===== config.mk =====
export PLATFORM = sky130hd
export DESIGN_NAME = rgi_div
export DESIGN_NICKNAME = d
export VERILOG_FILES = /design/src/rtl/rgi_pkg.sv /design/src/rtl/rgi_div.sv
export SDC_FILE = /design/constraint.sdc
export NUM_CORES = 1
export LEC_CHECK = 0
export ABC_CLOCK_PERIOD_IN_PS = 9700
export BUFFER_PORTS_ARGS = -buffer_cell sky130_fd_sc_hd__buf_2
export CAP_MARGIN = 10
export CORE_MARGIN = 5
export CORE_UTILIZATION = 30
export DETAILED_ROUTE_END_ITERATION = 10
export SYNTH_ARGS = -nofsm -noshare
export SYNTH_HDL_FRONTEND = slang
export SYNTH_SLANG_ARGS = --single-unit
export TNS_END_PERCENT = 30

===== constraint.sdc =====
create_clock -name i_clk -period 9.7 [get_ports i_clk]
set_input_delay 1.94 -clock i_clk [delete_from_list [all_inputs] [get_ports i_clk]]
set_output_delay 1.94 -clock i_clk [all_outputs]
set_load 0.02 [all_outputs]

===== src/rtl/rgi_pkg.sv =====
`default_nettype none
package rgi_pkg;
    localparam int MAX_POINTS_X = 64;
    localparam int MAX_POINTS_Y = 64;
    localparam int NODE_DEPTH   = MAX_POINTS_X * MAX_POINTS_Y;
    localparam int XW           = $clog2(MAX_POINTS_X);
    localparam int YW           = $clog2(MAX_POINTS_Y);
    localparam int NW           = $clog2(NODE_DEPTH);
    localparam int IW           = (XW > YW) ? XW : YW;
    localparam int CNTW         = IW + 1;
    localparam int FRAC_BITS    = 30;
    localparam int CFG_W        = 7;

    typedef enum logic [1:0] {
        REQ_LOAD_X    = 2'd0,
        REQ_LOAD_Y    = 2'd1,
        REQ_LOAD_NODE = 2'd2,
        REQ_QUERY     = 2'd3
    } t_req;

    typedef enum logic [1:0] {
        CFG_POINTS_X = 2'd0,
        CFG_POINTS_Y = 2'd1,
        CFG_DIMS     = 2'd2,
        CFG_NONE     = 2'd3
    } t_cfg;

    typedef enum logic [3:0] {
        S_IDLE, S_RD0, S_CK0, S_CKN, S_SCAN, S_DIV, S_AXDONE,
        S_NRD, S_NCK, S_LMUL, S_LADD, S_OUT
    } t_state;

    // Clamp a point count into 1..maxn.
    function automatic logic [CNTW-1:0] eff_count(input logic [CFG_W-1:0] n, input int maxn);
        logic [CFG_W-1:0] m;
        begin
            m = CFG_W'(maxn);
            if (n == '0) begin
                eff_count = CNTW'(1);
            end else if (n > m) begin
                eff_count = CNTW'(maxn);
            end else begin
                eff_count = CNTW'(n);
            end
        end
    endfunction

    function automatic logic signed [31:0] sat32(input logic signed [33:0] v);
        begin
            if (v > 34'sd2147483647) begin
                sat32 = 32'sh7fffffff;
            end else if (v < -34'sd2147483648) begin
                sat32 = 32'sh80000000;
            end else begin
                sat32 = v[31:0];
            end
        end
    endfunction
endpackage
`default_nettype wire


===== src/rtl/rgi_div.sv =====
`default_nettype none
module rgi_div (
    input  wire logic        i_clk,
    input  wire logic        i_rst_n,
    input  wire logic        i_start,
    input  wire logic [31:0] i_num,
    input  wire logic [31:0] i_den,
    output logic             o_done,
    output logic [rgi_pkg::FRAC_BITS-1:0] o_quot
);
    import rgi_pkg::*;

    logic                 r_busy;
    logic [4:0]           r_cnt;
    logic [31:0]          r_rem;
    logic [31:0]          r_den;
    logic [FRAC_BITS-1:0] r_quot;
    logic                 r_done;
    logic [32:0]          sh;

    // One restoring step per cycle: shift, trial subtract.
    assign sh = {r_rem, 1'b0};

    always_ff @(posedge i_clk) begin
        if (!i_rst_n) begin
            r_busy <= 1'b0;
            r_done <= 1'b0;
            r_cnt  <= '0;
        end else begin
            r_done <= 1'b0;
            if (i_start) begin
                r_busy <= 1'b1;
                r_cnt  <= '0;
                r_rem  <= i_num;
                r_den  <= i_den;
            end else if (r_busy) begin
                if (sh >= {1'b0, r_den}) begin
                    r_rem  <= 32'(sh - {1'b0, r_den});
                    r_quot <= {r_quot[FRAC_BITS-2:0], 1'b1};
                end else begin
                    r_rem  <= sh[31:0];
                    r_quot <= {r_quot[FRAC_BITS-2:0], 1'b0};
                end
                r_cnt <= r_cnt + 5'd1;
                if (r_cnt == 5'(FRAC_BITS - 1)) begin
                    r_busy <= 1'b0;
                    r_done <= 1'b1;
                end
            end
        end
    end

    assign o_done = r_done;
    assign o_quot = r_quot;
endmodule
`default_nettype wire


==> results of run 1 <==
==> routing by layer <==
layer,vias up,wire length [um]
met5,-,0
met4,0,153
met3,9,761
met2,102,6610
met1,2143,7050
li1,2335,-
==> worst min-delay path by stage <==
stage / startpoint / endpoint / slack (ns) / depth (start not counted)
CTS: o_quot[4] / o_quot[5] / 0.45 / 0
finish: o_quot[6] / o_quot[7] / 0.45 / 0
detailed placement: o_quot[4] / o_quot[5] / 0.43 / 0
global route: o_quot[6] / o_quot[7] / 0.46 / 0
global placement: o_quot[10] / o_quot[11] / 0.42 / 0
floorplan: r_cnt[4] / o_done / 0.47 / 2
==> placed cells by master, fill, tap and decap left out, types with 3 or more instances in the layout <==
cell,count
a211o_1,3
a21boi_0,3
a21o_1,12
a21oi_1,45
a221o_1,3
a31oi_1,19
a32oi_1,3
and2_1,3
and3_1,7
buf_2,97
buf_4,4
clkbuf_16,9
clkinvlp_4,3
dfxtp_1,7
edfxtp_1,94
ha_1,34
inv_1,52
mux2_2,3
nand2_1,59
nand2b_1,3
nand3_1,13
nand4_1,11
nor2_1,54
nor2b_1,6
nor3_1,12
o211ai_1,5
o21a_1,6
o21ai_0,27
o21bai_1,4
o2bb2ai_1,5
o31ai_1,5
or3_1,5
xnor2_1,12
xor2_1,6
==> layout make-up <==
type | instances | share of cell area [%]
multi-input cells | 411 | 38.5
clock inverters | 7 | 0.860
flip-flops and latches | 101 | 42.4
inverters | 53 | 2.85
well taps | 265 | 4.75
clock buffers | 9 | 3.23
repair buffers | 101 | 7.38
==> report_power, final <==
group          internal (mW)  switching (mW)  leakage, nW
clock network          0.178           0.171        0.130
logic                  0.116           0.178         1.73
registers              0.509          0.0121        0.933
==> metrics by stage <==
step | std cells | util (%) | area, um2 | setup WS, ns | hold slack [ns]
floorplan | 592 | - | 5980 | 5.31 | 0.465
global placement | 931 | 34.3 | 6700 | 5.79 | 0.424
detailed placement | 931 | 34.3 | 6700 | 5.78 | 0.431
CTS | 947 | 35.7 | 6980 | 6.17 | 0.450
global route | 947 | 35.7 | 6980 | 6.03 | 0.462
finish | 947 | 35.7 | 6980 | 6.17 | 0.447
==> flip-flops by register name, indices dropped and copies added (netlist names) <==
register / count
o_quot: 30
r_busy: 1
r_den: 32
r_rem: 32
o_done: 1
r_cnt: 5
==> cells by family (layout without fill, tap and decap cells) <==
| group | count (synthesis) | count (layout) | share of synthesized area (%) |
|---|---|---|---|
| flip-flops | 101 | 101 | 49.6 |
| AND/OR/NAND/NOR | 188 | 188 | 14.9 |
| XOR/XNOR | 18 | 18 | 2.64 |
| AO/OA/AOI/OAI | 165 | 165 | 19.0 |
| buffers and inverters | 80 | 170 | 5.59 |
| multiplexers | 5 | 5 | 0.900 |
| adder cells (fa/ha/maj) | 35 | 35 | 7.45 |
==> impl_metrics.csv, run 1 <==
group,metric,value,unit
clock_network,h-tree-depth,3,
synth,synthesis.area,5980,um2
job,cap_violations,0,
clock_network,cts_resized,0,
drt,ant_nets,0,
synth,synth_top_area_cell,"edfxtp_1",
synth,synth_seq_cells,101,
worst_setup_path,r2r_cells,9,
worst_setup_path,cp.required,9.72,ns
worst_setup_path,r2r_slack,6.42,ns
clock_network,clk_latency,0.36,ns
sta,post-route-min-period,3.53,ns
worst_setup_path,cp-startpoint,"i_start",
sta,post-route-period-util,36.4,%
global_route,grt_pass1_vias,4528,
worst_setup_path,r2r-start,"r_rem[26]",
synth,synthCells,592,
drt,avgViaCountPerCell,4.85,
synth,yosysUniqueCellTypes,68,
placed_design,hpwl,10.6,mm
global_route,grt_use_met3,3.05,%
worst_setup_path,start_kind,"primary input",
worst_setup_path,cp.arrival,3.55,ns
pwr,power.density,167,nW/um2
sta,fin_setup_tns,0,ns
global_route,grt_use_total,13.0,%
clock_network,cts.root.buffer_cell,"clkbuf_16",
sta,rsz0062_at_grt,"no",
final_layout,multiInputGateArea,2690,um2
final_layout,n_antenna_cell,0,
worst_setup_path,worstPathCellList,"buf_2 -> inv_1 -> buf_4 -> nand2_1 -> nor2_2 -> buf_4",
worst_setup_path,cpLargestDelayFamily,"buffers and inverters",
clock_network,post_cts_buffers,0,
worst_setup_path,crit_top_cell,"buf_4",
drt,drc,0,
sta,finalMaxSlewViolations,0,
worst_setup_path,cpPeakStageDelay,0.44,ns
synth,ys_warn_count,0,
floorplan,pin_count,98,
final_layout,area_growth,16.7,%
drt,dr.first_iter.drc_count,299,
placed_design,port_buffers,97,
synth,synth.top_cell.area_share,47.2,%
pwr,fin_total_pwr,1.16,mW
sta,fmax,0.284,GHz
worst_setup_path,worstSetupPathType,"primary input to register",
drt,wl,14.6,mm
run_status,status,"finished clean",
sta,max_slew.worst_pin.slew,0.863,ns
sta,finalClockSkew,0.00733,ns
worst_setup_path,path_depth,6,
final_layout,layout-drive-gt1-share,20.2,%
synth,yosys-top-cells-area,"edfxtp_1, ha_1, a21oi_1",
synth,synth_common_cells,"edfxtp_1, nand2_1, nor2_1",
clock_network,cts_hold_buf,0,
floorplan,rows,51,
global_route,antenna_found_initial,0,
worst_setup_path,cp_slowest_cell,"buf_4",
global_route,gr-usage-met2,20.6,%
floorplan,dieHeight,151,um
sta,maxSlewHeadroom,42.4,%
floorplan,initial_core_util,30.6,%
min_path,hold_path.class,"register to register",
global_route,grt_max_degree,51,
synth,synth_enable_flop_cells,94,
worst_setup_path,critPathCaptureType,"register",
final_layout,fillCellCount,2043,
pwr,ir_drop,0.0000851,V
floorplan,dieArea,22900,um2
drt,firstDrtPassIters,5,
clock_network,tritoncts,"yes",
drt,vias,4589,
pwr,p_leak,2.79,nW
global_route,grt_pass1_wl,23.3,mm
worst_setup_path,crit_buf_inv,4,
synth,avgSynthCellArea,10.1,um2
worst_setup_path,cp_max_fo,50,
global_route,met1_usage,18.0,%
global_route,grt_overflow_total,0,
clock_network,cts_buffers,9,
drt,post_drt_wl_per_cell,15.4,um
placed_design,place.gp.congestion,0.837,
final_layout,seqCellArea,2960,um2
worst_setup_path,r2r_end,"r_rem[1]",
clock_network,clockBufferDepth,2,
worst_setup_path,cp-endpoint,"o_quot[6]",
global_route,grt-busiest-layer,"met2",
sta,hold_viol_final,0,
clock_network,cts.sinks,101,
final_layout,num-nets-final,779,
synth,async_flop_share,0,%
floorplan,dieWidth,151,um
synth,ys_seq_area_share,49.6,%
synth,synth.most_common_cell,"edfxtp_1",
sta,setup_viol,0,
synth,syn_nets,694,
synth,ys.flop_type,"edfxtp_1",
clock_network,path_clk_slew,0.07,ns
floorplan,core_area,19500,um2
(Power assumes the default switching activity.)
==> run 2: changes to the inputs <==
--- a/config.mk
+++ b/config.mk
@@ -5,7 +5,8 @@
 export SDC_FILE = /design/constraint.sdc
 export NUM_CORES = 1
 export LEC_CHECK = 0
-export ABC_CLOCK_PERIOD_IN_PS = 9700
+export ABC_AREA = 1
+export ABC_CLOCK_PERIOD_IN_PS = 2900
 export BUFFER_PORTS_ARGS = -buffer_cell sky130_fd_sc_hd__buf_2
 export CAP_MARGIN = 10
 export CORE_MARGIN = 5
==> constraint.sdc (replaced) <==
create_clock -name i_clk -period 2.9 [get_ports i_clk]
set_input_delay 0.58 -clock i_clk [delete_from_list [all_inputs] [get_ports i_clk]]
set_output_delay 0.58 -clock i_clk [all_outputs]
set_load 0.02 [all_outputs]
==> run 2 against run 1 <==
Effect of this change:
- utilization decreased by 0.57 points
- cell count is 33% higher
- combinational power rose to 4.9 times the previous value
- highest routed layer unchanged
- worst hold slack got worse by 0.057 ns
==> impl_metrics.csv, run 2 <==
group,metric,value,unit
run_status,status,"finished clean",
sta,fmax,0.387,GHz
synth,synthMuxAreaShare,0,%
drt,drc,0,
worst_setup_path,cpPeakStageDelay,0.41,ns
sta,post-route-period-util,89.0,%
sta,post-route-min-period,2.58,ns
clock_network,cts_resized,0,
drt,ant_nets,0,
floorplan,initial_core_util,30.1,%
synth,async_flop_share,0,%
sta,finalMaxSlewViolations,0,
drt,avgViaCountPerCell,4.44,
floorplan,pin_count,98,
synth,synth.top_cell.area_share,41.8,%
placed_design,port_buffers,97,
placed_design,hpwl,14.5,mm
synth,avgSynthCellArea,7.79,um2
synth,synth_common_cells,"nand2_1, inv_1, edfxtp_1",
synth,synth_top_area_cell,"edfxtp_1",
synth,synth_seq_cells,101,
synth,synthesis.area,6760,um2
floorplan,dieWidth,160,um
clock_network,tritoncts,"yes",
global_route,grt_pass1_wl,29.8,mm
synth,synth_xor_area_share,1.94,%
sta,rsz0062_at_grt,"no",
final_layout,layout-drive-gt1-share,16.5,%
sta,fin_setup_tns,0,ns
final_layout,fin_cells,1264,
pwr,p_clk_share,28.3,%
pwr,combPwrFrac,32.0,%
worst_setup_path,start_kind,"register",
final_layout,most-common-layout-cells,"nand2_1, inv_1, buf_2",
min_path,hold_path.class,"primary input to register",
final_layout,fillCellCount,2386,
sta,setup_viol,0,
clock_network,clockBufferDepth,2,
final_layout,n_antenna_cell,0,
synth,synthCells,868,
global_route,grt_overflow_total,0,
worst_setup_path,cp_slowest_cell,"edfxtp_1",
synth,synth_enable_flop_cells,94,
clock_network,post_cts_buffers,0,
final_layout,multiInputGateArea,3060,um2
synth,syn_nets,970,
clock_network,clk_latency,0.36,ns
drt,dr.first_iter.drc_count,440,
placed_design,place.gp.congestion,0.861,
final_layout,area_growth,16.8,%
placed_design,placed_cells,1248,
floorplan,dieArea,25600,um2
worst_setup_path,cp-startpoint,"r_rem[27]",
pwr,internal-power,2.87,mW
synth,synth_simple_gate_area_share,34.7,%
drt,wl,18.6,mm
clock_network,cts_buffers,9,
drt,firstDrtPassIters,6,
sta,maxSlewHeadroom,70.0,%
pwr,seq_power_share,39.7,%
synth,ys_seq_area_share,43.8,%
final_layout,num-nets-final,1076,
synth,yosysUniqueCellTypes,36,
clock_network,cts_hold_buf,0,
min_path,hold_path_startpoint,"i_den[17]",
global_route,grt_pass1_vias,5586,
clock_network,cts.root.buffer_cell,"clkbuf_16",
clock_network,cts.sinks,101,
clock_network,h-tree-depth,3,
synth,synth.most_common_cell,"nand2_1",
worst_setup_path,crit_top_cell,"nand2_1",
pwr,switching_share,35.9,%
floorplan,rows,55,
final_layout,mostFrequentLayoutCell,"nand2_1",
synth,synthAdderAreaFrac,6.59,%
pwr,p_leak,3.99,nW
sta,finalClockSkew,0.00718,ns
sta,hold_viol_final,0,
pwr,ir_drop,0.000266,V
synth,ys.flop_type,"edfxtp_1",
global_route,antenna_found_initial,0,
pwr,power.density,567,nW/um2
floorplan,dieHeight,160,um
drt,post_drt_wl_per_cell,14.7,um
global_route,grt_max_degree,34,
final_layout,seqCellArea,2960,um2
worst_setup_path,critPathCaptureType,"register",
worst_setup_path,worstSetupPathType,"register to register",
synth,ys_warn_count,0,
pwr,p_sw,1.61,mW
drt,vias,5611,
worst_setup_path,r2r-start,"r_rem[27]",
synth,yosys-top-cells-area,"edfxtp_1, nand2_1, inv_1",
clock_network,path_clk_slew,0.08,ns
worst_setup_path,cp_max_fo,17,
worst_setup_path,cp.arrival,2.70,ns
worst_setup_path,worstPathCellList,"ha_1 -> a21oi_1 -> nand2_1 -> a21oi_2 -> nand3_2 -> nor2_8 -> buf_4 -> nand3b_1 -> nand3_1 -> nand2_1",
synth,synth_top_family_by_area,"simple AND/OR/NAND/NOR gates",
global_route,grt_use_total,14.7,%
synth,synth_compound_area_share,1.94,%
worst_setup_path,cp.required,3.02,ns
floorplan,core_area,22400,um2
job,cap_violations,0,
sta,max_slew.worst_pin.slew,0.447,ns
-- run 2: changes by cell type after synthesis, moves of 7 or more --
cell      change
nand2_1     +279
inv_1       +106
nand3b_1     +38
nand3_1      +37
o21ai_0      -27
a21oi_1      -25
a31oi_1      -19
nor2_1       -17
nand2_2      +15
a21o_1       -12
buf_2         -7
nand4_1       -7
-- run 2: critical path: cells and delay by family, from the launching register on --
family | cells | cell delay (ns)
fa+ha+maj | 1 | 0.39
compound gates | 2 | 0.46
buf+inv | 1 | 0.24
flops | 1 | 0.41
simple gates | 6 | 0.83
-- run 2: final timing paths --
check / slack [ns] / cells past startpoint / endpoint
max: 0.32 / 10 / r_rem[8]
min: 0.39 / 1 / r_den[17]
max reg2reg: 0.32 / 10 / r_rem[8]
min reg2reg: 0.45 / 0 / o_quot[18]
-- run 2: cells by family (layout without fill, tap and decap cells) --
group	Yosys count	after routing
AOI/OAI and AO/OA	24	24
xor gates and xnor gates	15	15
adders and majority gates	35	35
buffers and inverters	174	285
DFF	101	101
and+or+nand+nor	519	519
-- run 2: power groups by stage --
stage | registers (mW) | clock network (mW) | logic (mW)
after floorplan | 1.81 | 0 | 1.06
after global placement | 1.81 | 0 | 1.43
after detailed placement | 1.81 | 0 | 1.42
after CTS | 1.78 | 1.31 | 1.44
after global routing | 1.79 | 1.38 | 1.63
final | 1.78 | 1.26 | 1.43
-- run 2: metal layers --
layer / vias to the layer above / GRT usage, % / wire (um)
met5: - / 0 / 0
met4: 0 / 3.32 / 178
met3: 11 / 2.40 / 828
met2: 138 / 23.1 / 8230
met1: 2533 / 21.2 / 9320
li1: 2929 / - / -
-- run 2: layout make-up --
| cell class | instances | share of cell area [%] |
|---|---|---|
| Clock buffer | 9 | 2.85 |
| Tap cell | 285 | 4.52 |
| Clock inverter | 7 | 1.16 |
| Timing Repair Buffer | 111 | 7.64 |
| Inverter | 158 | 7.52 |
| Multi-Input combinational cell | 593 | 38.8 |
| Sequential cell | 101 | 37.5 |
-- run 2: metrics by stage --
stage          area (um2)  setup slack, ns  hold WS, ns  total power, mW  util (%)
3_5_place_dp         7570            0.340        0.431             3.23      33.8
5_1_grt              7890            0.156        0.374             4.79      35.2
4_1_cts              7890            0.312        0.372             4.52      35.2
2_1_floorplan        6760            0.219        0.463             2.87         -
3_3_place_gp         7570            0.246        0.423             3.23      33.8
6_report             7890            0.318        0.390             4.47      35.2
